File: src/sv/lrtd_pkg.sv
package lrtd_pkg;

  localparam int FIELD_W = 16;

  typedef logic [7:0]         text_byte_t;
  typedef logic [FIELD_W-1:0] field_t;

  // one decoded run of live cells
  typedef struct packed {
    field_t start_x;
    field_t row_y;
    field_t run_length;
  } run_t;

  // characters of the pattern text
  localparam text_byte_t CH_LF   = 8'h0A;
  localparam text_byte_t CH_CR   = 8'h0D;
  localparam text_byte_t CH_BANG = 8'h21;
  localparam text_byte_t CH_HASH = 8'h23;
  localparam text_byte_t CH_DOLL = 8'h24;
  localparam text_byte_t CH_0    = 8'h30;
  localparam text_byte_t CH_9    = 8'h39;
  localparam text_byte_t CH_B    = 8'h62;
  localparam text_byte_t CH_O    = 8'h6F;
  localparam text_byte_t CH_X    = 8'h78;

endpackage

File: src/sv/lrtd_byte_if.sv
interface lrtd_byte_if;
  import lrtd_pkg::*;

  logic       valid;
  logic       ready;
  text_byte_t text_byte;

  modport source (output valid, output text_byte, input ready);
  modport sink   (input valid, input text_byte, output ready);
endinterface

File: src/sv/lrtd_run_if.sv
interface lrtd_run_if;
  import lrtd_pkg::*;

  logic   valid;
  logic   ready;
  field_t start_x;
  field_t row_y;
  field_t run_length;

  modport source (output valid, output start_x, output row_y, output run_length, input ready);
  modport sink   (input valid, input start_x, input row_y, input run_length, output ready);
endinterface

File: src/sv/lrtd_parser.sv
module lrtd_parser #(
  parameter int COORD_BITS = 16
) (
  input  logic                clk,
  input  logic                rst,
  input  logic                step,
  input  lrtd_pkg::text_byte_t text_byte,
  output logic                emit,
  output lrtd_pkg::run_t      result
);
  import lrtd_pkg::*;

  typedef logic [COORD_BITS-1:0] coord_t;
  typedef logic [COORD_BITS:0]   coord_sum_t;
  typedef logic [COORD_BITS+3:0] coord_wide_t;

  localparam coord_t COORD_MAX = '1;

  coord_t run_value, run_value_next;
  coord_t cursor_x, cursor_x_next;
  coord_t cursor_y, cursor_y_next;
  logic   at_line_start, at_line_start_next;
  logic   skipping_line, skipping_line_next;
  logic   cr_pending, cr_pending_next;
  logic   finished, finished_next;

  coord_t      run_eff;
  coord_t      count;
  coord_wide_t run_times_ten;
  coord_t      digit_run;
  coord_sum_t  x_sum;
  coord_sum_t  y_sum;
  coord_t      x_adv;
  coord_t      y_adv;
  logic        is_digit;
  logic        line_start_eff;

  // a held-back cr clears the run before a byte other than lf is seen
  assign run_eff        = cr_pending ? '0 : run_value;
  assign line_start_eff = at_line_start && !cr_pending;
  assign count          = (run_eff == '0) ? coord_t'(1) : run_eff;
  assign is_digit       = text_byte inside {[CH_0:CH_9]};

  // run * 10 + digit, saturating
  assign run_times_ten = (coord_wide_t'(run_eff) << 3) + (coord_wide_t'(run_eff) << 1)
                       + coord_wide_t'(text_byte[3:0]);
  assign digit_run = (|run_times_ten[COORD_BITS+3:COORD_BITS]) ? COORD_MAX
                   : run_times_ten[COORD_BITS-1:0];

  assign x_sum = coord_sum_t'(cursor_x) + coord_sum_t'(count);
  assign y_sum = coord_sum_t'(cursor_y) + coord_sum_t'(count);
  assign x_adv = x_sum[COORD_BITS] ? COORD_MAX : x_sum[COORD_BITS-1:0];
  assign y_adv = y_sum[COORD_BITS] ? COORD_MAX : y_sum[COORD_BITS-1:0];

  always_comb begin
    run_value_next     = run_value;
    cursor_x_next      = cursor_x;
    cursor_y_next      = cursor_y;
    at_line_start_next = at_line_start;
    skipping_line_next = skipping_line;
    cr_pending_next    = cr_pending;
    finished_next      = finished;
    emit               = 1'b0;
    if (!finished) begin
      if (skipping_line) begin
        if (text_byte == CH_LF) begin
          skipping_line_next = 1'b0;
          at_line_start_next = 1'b1;
        end
      end else if (text_byte == CH_LF) begin
        cr_pending_next    = 1'b0;
        at_line_start_next = 1'b1;
      end else begin
        if (cr_pending) begin
          cr_pending_next    = 1'b0;
          at_line_start_next = 1'b0;
          run_value_next     = '0;
        end
        if (text_byte == CH_CR) begin
          cr_pending_next = 1'b1;
        end else if (line_start_eff && (text_byte == CH_HASH || text_byte == CH_X)) begin
          at_line_start_next = 1'b0;
          skipping_line_next = 1'b1;
        end else begin
          at_line_start_next = 1'b0;
          if (text_byte == CH_BANG) begin
            finished_next = 1'b1;
          end else if (is_digit) begin
            run_value_next = digit_run;
          end else begin
            run_value_next = '0;
            case (text_byte)
              CH_B: begin
                cursor_x_next = x_adv;
              end
              CH_DOLL: begin
                cursor_y_next = y_adv;
                cursor_x_next = '0;
              end
              CH_O: begin
                emit          = 1'b1;
                cursor_x_next = x_adv;
              end
              default: begin
              end
            endcase
          end
        end
      end
    end
  end

  assign result.start_x    = FIELD_W'(cursor_x);
  assign result.row_y      = FIELD_W'(cursor_y);
  assign result.run_length = FIELD_W'(count);

  always_ff @(posedge clk) begin
    if (rst) begin
      run_value     <= '0;
      cursor_x      <= '0;
      cursor_y      <= '0;
      at_line_start <= 1'b1;
      skipping_line <= 1'b0;
      cr_pending    <= 1'b0;
      finished      <= 1'b0;
    end else if (step) begin
      run_value     <= run_value_next;
      cursor_x      <= cursor_x_next;
      cursor_y      <= cursor_y_next;
      at_line_start <= at_line_start_next;
      skipping_line <= skipping_line_next;
      cr_pending    <= cr_pending_next;
      finished      <= finished_next;
    end
  end
endmodule

File: src/sv/life_rle_text_decoder_top.sv
// channel | dir | payload                          | per transaction
// text    | in  | text_byte[7:0]                   | one byte of pattern text
// runs    | out | start_x, row_y, run_length [15:0] | one run of live cells
//
// one byte per cycle sustained unless runs.ready stalls: an input register feeds the parse
// logic, which updates the decoder state and loads the result register in the same cycle
// a byte is parsed from the input register; its run leaves via the result register
// synchronous active-high rst clears the decoder state and both valid flags
// a stalled result register stops parsing; the input register then holds, and
// text.ready drops only while both registers are full and runs.ready is low
module life_rle_text_decoder_top #(
  parameter int COORD_BITS = 16
) (
  input logic       clk,
  input logic       rst,
  lrtd_byte_if.sink text,
  lrtd_run_if.source runs
);
  import lrtd_pkg::*;

  // input register
  logic       in_valid;
  text_byte_t in_byte;

  // result register
  logic out_valid;
  run_t out_run;

  logic out_free;
  logic step;
  logic emit;
  run_t result;

  // the result slot is free when empty or being taken this cycle
  assign out_free   = !out_valid || runs.ready;
  // parse the held byte only when its result (if any) has somewhere to go
  assign step       = in_valid && out_free;
  assign text.ready = !in_valid || step;

  lrtd_parser #(
    .COORD_BITS(COORD_BITS)
  ) u_parser (
    .clk       (clk),
    .rst       (rst),
    .step      (step),
    .text_byte (in_byte),
    .emit      (emit),
    .result    (result)
  );

  always_ff @(posedge clk) begin
    if (rst) begin
      in_valid <= 1'b0;
    end else if (text.ready) begin
      in_valid <= text.valid;
    end
  end

  always_ff @(posedge clk) begin
    if (text.ready && text.valid) begin
      in_byte <= text.text_byte;
    end
  end

  always_ff @(posedge clk) begin
    if (rst) begin
      out_valid <= 1'b0;
    end else if (step && emit) begin
      out_valid <= 1'b1;
    end else if (runs.ready) begin
      out_valid <= 1'b0;
    end
  end

  always_ff @(posedge clk) begin
    if (step && emit) begin
      out_run <= result;
    end
  end

  assign runs.valid      = out_valid;
  assign runs.start_x    = out_run.start_x;
  assign runs.row_y      = out_run.row_y;
  assign runs.run_length = out_run.run_length;
endmodule

File: src/flat_wrapper.sv
// flat-port wrapper written by rule: the top's interface ports become plain ports
module life_rle_text_decoder_top_flat import lrtd_pkg::*;
#(
  parameter int COORD_BITS = 16
)
  (clk, rst, text_valid, text_text_byte, text_ready, runs_valid, runs_start_x, runs_row_y, runs_run_length, runs_ready);
  lrtd_byte_if text_i ();
  lrtd_run_if runs_i ();
  input logic clk;
  input logic rst;
  input wire logic [$bits(text_i.valid)-1:0] text_valid;
  input wire logic [$bits(text_i.text_byte)-1:0] text_text_byte;
  output wire logic [$bits(text_i.ready)-1:0] text_ready;
  output wire logic [$bits(runs_i.valid)-1:0] runs_valid;
  output wire logic [$bits(runs_i.start_x)-1:0] runs_start_x;
  output wire logic [$bits(runs_i.row_y)-1:0] runs_row_y;
  output wire logic [$bits(runs_i.run_length)-1:0] runs_run_length;
  input wire logic [$bits(runs_i.ready)-1:0] runs_ready;
  assign text_i.valid = text_valid;
  assign text_i.text_byte = text_text_byte;
  assign text_ready = text_i.ready;
  assign runs_valid = runs_i.valid;
  assign runs_start_x = runs_i.start_x;
  assign runs_row_y = runs_i.row_y;
  assign runs_run_length = runs_i.run_length;
  assign runs_i.ready = runs_ready;
  life_rle_text_decoder_top #(.COORD_BITS(COORD_BITS)) u_core (.clk(clk), .rst(rst), .text(text_i), .runs(runs_i));
endmodule
File: config.mk
export PLATFORM = sky130hd
export DESIGN_NAME = life_rle_text_decoder_top_flat
export DESIGN_NICKNAME = d
export VERILOG_FILES = /design/src/sv/lrtd_pkg.sv /design/src/sv/lrtd_byte_if.sv /design/src/sv/lrtd_run_if.sv /design/src/sv/lrtd_parser.sv /design/src/sv/life_rle_text_decoder_top.sv /design/src/flat_wrapper.sv
export SDC_FILE = /design/constraint.sdc
export NUM_CORES = 1
export LEC_CHECK = 0
export BUFFER_PORTS_ARGS = -buffer_cell sky130_fd_sc_hd__buf_2
export CORE_MARGIN = 2
export CORE_UTILIZATION = 50
export CTS_BUF_LIST = sky130_fd_sc_hd__clkbuf_16
export DETAILED_ROUTE_END_ITERATION = 12
export HOLD_SLACK_MARGIN = 0.06
export PLACE_DENSITY = 0.69
export SLEW_MARGIN = 20
export SYNTH_ARGS = -nofsm -noshare
export SYNTH_HDL_FRONTEND = slang
export SYNTH_SLANG_ARGS = --single-unit
File: constraint.sdc
create_clock -name clk -period 5.6 [get_ports clk]
set_input_delay 1.4 -clock clk [delete_from_list [all_inputs] [get_ports clk]]
set_output_delay 1.4 -clock clk [all_outputs]
set_load 0.01 [all_outputs]
---- Yosys cells after proc, flatten, opt, wreduce, memory -nomap -nowiden ----
Index checks and enable logic that the tools add are counted.
operators by class
  eq/ne operators ......................... 10
  reductions and logical operators ........ 23
  $lt $le $gt $ge ......................... 2
  add/subtract/negate cells ............... 4
  bitwise logic cells ..................... 7
  mux-type cells .......................... 38
operators with widths
  kind                                                             number
  two-way mux 16 bit                                               9
  adder 16 x 16 -> 17 bit                                          2
  one-hot mux 16 bit (2 select lines)                              1
  two-way mux 1 bit                                                28
  == test 8 x 6 -> 1 bit (second input constant)                   3
  == test 8 x 7 -> 1 bit (second input constant)                   3
  adder 19 x 17 -> 20 bit                                          1
  adder 20 x 4 -> 20 bit                                           1
  AND reduction 9 bit                                              2
  == test 8 x 4 -> 1 bit (second input constant)                   2
  logical NOT 16 bit                                               1
  >= comparator 8 x 6 -> 1 bit (second input constant)             1
  less-or-equal comparator 8 x 6 -> 1 bit (second input constant)  1
  AND reduction 4 bit                                              2
  inverter 1 bit                                                   7
  logical AND 1 bit                                                6
  nonzero test 2 bit                                               2
  OR reduction 4 bit                                               1
  logical NOT 1 bit                                                3
  logical OR 1 bit                                                 3
  != test 3 bit (second input constant)                            1
  AND reduction 3 bit                                              1
  != test 2 x 1 -> 1 bit (second input constant)                   1
  AND reduction 2 bit                                              1
  OR reduction 2 bit                                               1
word-level totals
  output and inout bits ................... 50
  bits of input ports ..................... 12
  register bits ........................... 110

---- Depth between registers and ports, before layout ----
Gate-level depths: netlist of run 1.
  depth in word-level cells ............... 11
  gate-level depth with buffers ........... 17

---- Hierarchy ----
From an unflattened synthesis of run 1, not the netlist that was laid out.
second synthesis, totals
  cell total of the unflattened synthesis .. 634
  area, all modules ....................... 6465.0 um2
by module, submodules not included
  module                     cells each  instances  area an instance (um2)
  lrtd_parser                567         1          4680.7
  life_rle_text_decoder_top  67          1          1784.2

---- Worst setup path after synthesis of run 1 ----
OpenSTA, ideal clock, no wires.
  path kind ............................... input to register
  from .................................... input runs_ready
  to ...................................... register u_core.out_run, in the netlist u_core.runs.row_y[0], enable pin
  data arrival time ....................... 3949 ps
  required time ........................... 5146 ps
  cell stages on the path ................. 5
  slack ................................... 1198 ps
  setup time .............................. 454 ps
  path through ............................ nand2b_1 -> nand2_1 -> nor3_1 -> nand3_1 -> nor2_1
between the ends
  longest elaborated chain between the ends .. 3
RTL lines
  element                 line                             text
  start: declaration      flat_wrapper.sv:18               input wire logic [$bits(runs_i.ready)-1:0] runs_ready;
  logical OR 1 bit        life_rle_text_decoder_top.sv:35  assign out_free = !out_valid || runs.ready;
  logical AND 1 bit       life_rle_text_decoder_top.sv:37  assign step = in_valid && out_free;
  logical AND 1 bit       life_rle_text_decoder_top.sv:76  if (step && emit) begin
  end signal: assignment  life_rle_text_decoder_top.sv:77  out_run <= result;
  end: declaration        life_rle_text_decoder_top.sv:27  run_t out_run;
Every way passes these cells.
A chain may end at the register's enable or synchronous reset.

---- Final worst setup path of run 1 ----
  from .................................... register u_core.u_parser.cr_pending
  to ...................................... register u_core.u_parser.run_value[6]
between the ends
  longest elaborated chain between the ends .. 9
  elaborated cells between the ends (all ways) .. 12
  those cells by class .................... add/sub: 2; mux: 6; reduce/logical: 4
RTL lines
  element                   line                                  text
  start: declaration        lrtd_parser.sv:24                     logic cr_pending, cr_pending_next;
  start signal: assignment  lrtd_parser.sv:132                    cr_pending <= cr_pending_next;
  two-way mux 16 bit        lrtd_parser.sv:39, lrtd_parser.sv:74
  adder 19 x 17 -> 20 bit   lrtd_parser.sv:45                     assign run_times_ten = (coord_wide_t'(run_eff) << 3) + (coord_wide_t'(run_eff) << 1)
  adder 20 x 4 -> 20 bit    lrtd_parser.sv:46                     + coord_wide_t'(text_byte[3:0]);
  OR reduction 4 bit        lrtd_parser.sv:47                     assign digit_run = (|run_times_ten[COORD_BITS+3:COORD_BITS]) ? COORD_MAX
  two-way mux 16 bit        lrtd_parser.sv:47
  two-way mux 16 bit        lrtd_parser.sv:88                     end else if (is_digit) begin
  two-way mux 16 bit        lrtd_parser.sv:86                     if (text_byte == CH_BANG) begin
  two-way mux 16 bit        lrtd_parser.sv:81                     end else if (line_start_eff && (text_byte == CH_HASH || text_byte == CH_X)) begin
  two-way mux 16 bit (*)    lrtd_parser.sv:79                     if (text_byte == CH_CR) begin
  end signal: assignment    lrtd_parser.sv:127                    run_value <= run_value_next;
  end: declaration          lrtd_parser.sv:19                     coord_t run_value, run_value_next;
Mark *: on every way between the ends. The rest lies on a longest branch, timed or not.

==> results of run 1 <==
[routing by layer]
metal / wire length (µm) / vias up / global-route usage
met5: 0 / - / 0
met4: 342 / 0 / 0.0863
met3: 722 / 26 / 0.0468
met2: 7530 / 131 / 0.378
met1: 6750 / 2568 / 0.285
li1: - / 2621 / -
[flip-flops by register name, summed over array words and instances (netlist names)]
register,count
u_core.u_parser.cursor_y,16
u_core.runs.valid,1
u_core.runs.row_y,16
u_core.u_parser.skipping_line,1
u_core.u_parser.cursor_x,16
u_core.u_parser.run_value,16
u_core.u_parser.finished,1
u_core.u_parser.cr_pending,1
u_core.in_byte,8
u_core.runs.start_x,16
u_core.in_valid,1
u_core.runs.run_length,16
u_core.u_parser.at_line_start,1
[cell type report]
| type | instances | area [µm²] | share of cell area |
|---|---|---|---|
| inverters | 23 | 86.3 | 0.0118 |
| well taps | 172 | 215 | 0.0293 |
| repair buffers | 66 | 363 | 0.0494 |
| clock inverters | 7 | 60.1 | 0.00818 |
| clock buffers | 9 | 225 | 0.0307 |
| flip-flops and latches | 110 | 2760 | 0.376 |
| multi-input cells | 518 | 3630 | 0.494 |
[critical path, delay by kind of cell, from the launching register on]
kind / cells / cell delay, ps
compound gates: 6 / 1690
fa+ha+maj: 2 / 920
buf+inv: 2 / 180
flops: 1 / 530
simple gates: 3 / 990
[cells in the final DEF, fill, tap and decap left out, types with 3 or more instances in the layout]
master and count:
nand2b_1 12, o21a_1 11, nand4_1 5, and2_1 5
xor2_1 14, xnor2_1 17, nand3_1 10, o21ai_0 48
nor4_1 4, fa_1 4, nor3_1 17, nand2_1 47
or3_1 4, clkbuf_16 9, a211oi_1 15, a211o_1 3
inv_1 23, buf_4 4, ha_1 63, a21oi_2 3
nor2_1 64, a21oi_1 48, a31oi_1 4, clkinv_4 5
a21o_1 8, nor2b_1 31, nand3b_1 4, a22oi_1 7
dfxtp_1 54, a311oi_1 9, a2111oi_0 9, o211ai_1 3
edfxtp_1 56, buf_2 61
[worst paths after layout]
path,startpoint,slack (ps),to
min,u_core.u_parser.run_value[0]$_SDFFE_PP0P_,450,u_core.u_parser.run_value[0]$_SDFFE_PP0P_
max reg2reg,u_core.u_parser.cr_pending$_SDFFE_PP0P_,1140,u_core.u_parser.run_value[6]$_SDFFE_PP0P_
min reg2reg,u_core.u_parser.run_value[0]$_SDFFE_PP0P_,450,u_core.u_parser.run_value[0]$_SDFFE_PP0P_
max,u_core.u_parser.cr_pending$_SDFFE_PP0P_,1140,u_core.u_parser.run_value[6]$_SDFFE_PP0P_
[power by group through the flow]
stage | logic [mW] | registers, mW | clock network (mW)
2_1_floorplan | 0.0282 | 0.870 | 0
3_3_place_gp | 0.0359 | 0.872 | 0
3_5_place_dp | 0.0365 | 0.873 | 0
4_1_cts | 0.0368 | 0.854 | 0.621
5_1_grt | 0.0417 | 0.855 | 0.653
6_report | 0.0370 | 0.855 | 0.608
[logic make-up (layout without fill, tap and decap cells)]
logic type	after synthesis	in the layout
DFF	110	110
AOI/OAI and AO/OA	198	198
and+or+nand+nor	218	218
buffers and inverters	44	105
xor gates and xnor gates	31	31
adders and majority gates	67	67
muxes	4	4
==> out/metrics.yaml, run 1 <==
placement:
  dp.cells: 888
  dpl_cell_area_um2: 7030
  place.gp.congestion: 0.891
  port_buffers: 61
  dp_hpwl_um: 11600
  post-place-ws_ps: 1230
synthesis:
  netlist_area_um2: 6580
  synth.top_cells.by_count: "nor2_1 (65), ha_1 (63), edfxtp_1 (56)"
  synth_cell_types: 72
  seq_area_frac_synth: 0.420
  synth_edf_count: 56
  synthXorXnorAreaFrac: 0.0413
  yosys.area_share.simple: 0.165
  synth-adder-area-share: 0.132
  synthTopCellsByArea: "edfxtp_1 (26%), dfxtp_1 (16%), ha_1 (12%), nor2_1 (3.7%), a21oi_1 (3.7%)"
  synth_seq_cells: 110
  muxShareOfSynthArea: 0.00742
  synthArstFlopShare: 0
  syn-num-nets: 751
  yosysTopAreaCell: "edfxtp_1"
  synthCells: 672
  synth_top_family_by_area: "compound AO/OA/AOI/OAI gates"
  synth_most_common_cell: "nor2_1"
  synth_compound_area_frac: 0.205
  avgSynthCellArea_um2: 9.79
  synth.top_cell.area_share: 0.256
  yosysWarningCount: 0
  ys.flop_type: "edfxtp_1"
power_and_ir_drop:
  ir_drop_v: 0.000241
  pwr-share-seq: 0.570
  power_switching_mw: 0.334
  comb_power_share: 0.025
  p_total_mw: 1.50
  power.share.clock: 0.406
  p_leak_nw: 2.92
  p_per_area_nw_per_um2: 204
  switching_share: 0.222
  p_int_mw: 1.17
clocking:
  tritoncts: "built"
  clock_insertion_delay_worst_skew_ps: 360
  numClockSinks: 110
  cts_made_buffers: 9
  postCtsSetupRepairBufs: 0
  cts_hold_buf: 0
  path_clk_slew_ps: 70
  root_buffer: "clkbuf_16"
  ctsResizeCount: 0
  cts_buffer_depth: 2
  htree_levels: 3
worst_setup_path:
  critPathMaxStageDelay_ps: 610
  cp_data_arrival_time_ps: 4680
  endpoint_kind: "flip-flop"
  critPathMostFrequentCell: "o21ai_0"
  critPathKind: "reg -> reg"
  start_kind: "flip-flop"
  r2r_cells: 13
  worst-path-max-fanout: 21
  crit_slowest_cell: "fa_1"
  path_cells: "nor2b_1 > inv_1 > fa_1 > inv_1 > ha_1 > a211oi_1 > o21ai_0 > nor4b_1 > nor3_1 > o21ai_0 > o21a_1 > a2111oi_0 > o21ai_0"
  worst_ep_required_time_ps: 5810
floorplan:
  fp.dieW_um: 119
  fp.coreArea_um2: 12700
  ios: 62
  row_count: 41
  die_h_um: 119
  start_util: 0.517
  dieArea_um2: 14100
timing:
  setup_viol: 0
  drv_slew: 0
  max_freq_mhz: 224
  tightest_slew_ps: 852
  skew_ps: 8.48
  max_slew_margin: 0.427
  final.hold.worst_slack_ps: 454
  hold_violations: 0
  finalCritPeriodShare: 0.797
  finalWorstSetupSlack_ps: 1140
  post-route-min-period_ps: 4460
  tns_ps: 0
  rsz0062_at_grt: "false"
global_route:
  overflow: 0
  grt_pass1_wl_um: 25500
  grt_pass1_vias: 5287
  grt_antenna_before_repair: 0
  grt_max_degree: 36
  gr-usage-all-layers: 0.226
finish:
  fillers: 1114
  utilization: 0.577
  fin_nets: 807
  design_area_um2: 7340
  diodes: 0
  fin_cells: 905
  area_growth_pct: 11.6
  drive_above_1_share: 0.138
flow_run:
  cap_violations: 0
routing:
  wl_per_cell_um: 17.0
  remaining_drc_errors: 0
  dr_total_vias: 5346
  dr.pass1.iters: 4
  first_iter_violations: 415
  vias_per_cell: 5.91
  drtAntennaViolNets: 0
  drt-total-wl_um: 15300
min_path:
  whs_path_depth: 2
  worst_hold_path_type: "reg -> reg"
run_status:
  outcome: "finished clean"
No activity file was read; power rests on OpenSTA's default activity.
==> run 2, diff against run 1 <==
==> constraint.sdc (replaced) <==
create_clock -name clk -period 4.2 [get_ports clk]
set_input_delay 1.05 -clock clk [delete_from_list [all_inputs] [get_ports clk]]
set_output_delay 1.05 -clock clk [all_outputs]
set_load 0.01 [all_outputs]
==> out/metrics.yaml, run 2 (synthesis results as in run 1) <==
run_status:
  outcome: "finished clean"
global_route:
  use_met2: 0.374
  grt_antenna_before_repair: 0
  grt_pass1_wl_um: 25600
  grt_busiest_layer: "met2"
  gr-usage-all-layers: 0.224
  use_met1: 0.301
  grt_max_degree: 37
  grt_pass1_vias: 5160
  met3_usage: 0.0328
  overflow: 0
routing:
  dr.pass1.iters: 5
  vias_per_cell: 5.94
  remaining_drc_errors: 0
  dr_total_vias: 5424
  wl_per_cell_um: 17.1
  first_iter_violations: 398
  drtAntennaViolNets: 0
  drt-total-wl_um: 15600
clocking:
  path_clk_slew_ps: 80
  htree_levels: 3
  cts_buffer_depth: 2
  cts_made_buffers: 9
  root_buffer: "clkbuf_16"
  tritoncts: "built"
  cts_hold_buf: 0
  clock_insertion_delay_worst_skew_ps: 350
  numClockSinks: 110
timing:
  finalCritPeriodShare: 0.934
  post-route-min-period_ps: 3920
  drv_slew: 0
  hold_violations: 0
  tns_ps: 0
  rsz0062_at_grt: "false"
  tightest_slew_ps: 958
  setup_viol: 0
  max_freq_mhz: 255
  skew_ps: 9.83
  max_slew_margin: 0.356
floorplan:
  start_util: 0.517
  fp.coreArea_um2: 12700
  dieArea_um2: 14100
  fp.dieW_um: 119
  die_h_um: 119
  ios: 62
  row_count: 41
worst_setup_path:
  endpoint_kind: "flip-flop"
  start_kind: "flip-flop"
  worst-path-max-fanout: 16
  r2r_cells: 14
  cp_data_arrival_time_ps: 4160
  worst_ep_required_time_ps: 4440
  critPathKind: "reg -> reg"
placement:
  dpl_cell_area_um2: 7110
  port_buffers: 61
  dp_hpwl_um: 11800
  place.gp.congestion: 0.932
power_and_ir_drop:
  pwr-share-seq: 0.560
  power_switching_mw: 0.467
  p_leak_nw: 2.96
  power.share.clock: 0.416
  switching_share: 0.229
  comb_power_share: 0.025
  ir_drop_v: 0.000206
  p_int_mw: 1.57
  p_per_area_nw_per_um2: 274
finish:
  area_growth_pct: 12.9
  diodes: 0
  drive_above_1_share: 0.154
  design_area_um2: 7430
  final_cell_mix: "nor2_1 (64), ha_1 (63), buf_2 (61), edfxtp_1 (56), dfxtp_1 (53)"
  fin_nets: 815
  final_common_cell: "nor2_1"
flow_run:
  cap_violations: 0
min_path:
  whs_path_depth: 0
  worst_hold_path_type: "reg -> reg"
==> run 2: cell types whose count changed in the layout (fill, tap and decap cells not counted), moves of 2 or more <==
cell / previous run / this run
clkinv_4: 5 / 0
inv_6: 1 / 3
clkinv_8: 0 / 2
buf_4: 4 / 12
==> run 2: layout make-up <==
type,count,area (µm²)
Fill cell,1135,5290
Timing Repair Buffer,74,415
Clock buffer,9,225
Multi-Input combinational cell,518,3640
Tap cell,172,215
Clock inverter,7,77.6
Sequential cell,110,2760
Inverter,23,86.3
==> run 2: through the flow <==
| step | hold WS [ps] | std cells | power, mW | setup WS, ps | util |
|---|---|---|---|---|---|
| 2_1_floorplan | 413 | 672 | 1.20 | 148 | - |
| 3_3_place_gp | 440 | 897 | 1.21 | 160 | 0.559 |
| 3_5_place_dp | 435 | 897 | 1.21 | 130 | 0.559 |
| 4_1_cts | 463 | 913 | 2.05 | 80.9 | 0.583 |
| 5_1_grt | 490 | 913 | 2.10 | 13.4 | 0.584 |
| 6_report | 466 | 913 | 2.04 | 276 | 0.584 |
==> run 2: routing by layer <==
metal  up-vias  part of all wire  wire (µm)
li1       2631                 -          -
met1      2564              0.45       7060
met2       200              0.48       7430
met3        29             0.048        743
met4         0             0.022        348
met5         -                 0          0
==> run 2: worst max-delay path, stage by stage (launching register included) <==
cell and delay (ps):
dfxtp_2 520, nor2b_1 180, nor4_1 390, a41o_1 300, ha_1 190, inv_1 60
fa_1 400, nor2b_1 140, o21a_1 140, o21ai_0 140, a21oi_1 270, a2111o_1 210
a21oi_1 110, o211a_2 420, a221oi_1 340
==> run 2: repair_timing <==
| item | 4_1_cts | 5_1_grt |
|---|---|---|
| resized for setup | 0 | 6 |
| setup buffers | 0 | 0 |
| endpoints found under the setup margin | 0 | 47 |
| endpoints found under the hold margin | 0 | 0 |
==> run 2: path summary, 6_finish.rpt <==
check	start	to	slack [ps]
max	u_core.u_parser.cr_pending$_SDFFE_PP0P_	u_core.u_parser.cursor_y[1]$_SDFFE_PP0P_	280
min	u_core.u_parser.cursor_y[15]$_SDFFE_PP0P_	u_core.runs.row_y[15]$_DFFE_PP_	470
max reg2reg	u_core.u_parser.cr_pending$_SDFFE_PP0P_	u_core.u_parser.cursor_y[1]$_SDFFE_PP0P_	280
min reg2reg	u_core.u_parser.cursor_y[15]$_SDFFE_PP0P_	u_core.runs.row_y[15]$_DFFE_PP_	470
==> run 2: power groups by stage <==
stage | clock network [mW] | logic [mW] | registers [mW]
global route | 0.898 | 0.0560 | 1.14
finish | 0.846 | 0.0502 | 1.14
detailed placement | 0 | 0.0495 | 1.16
global placement | 0 | 0.0481 | 1.16
floorplan | 0 | 0.0376 | 1.16
CTS | 0.857 | 0.0496 | 1.14
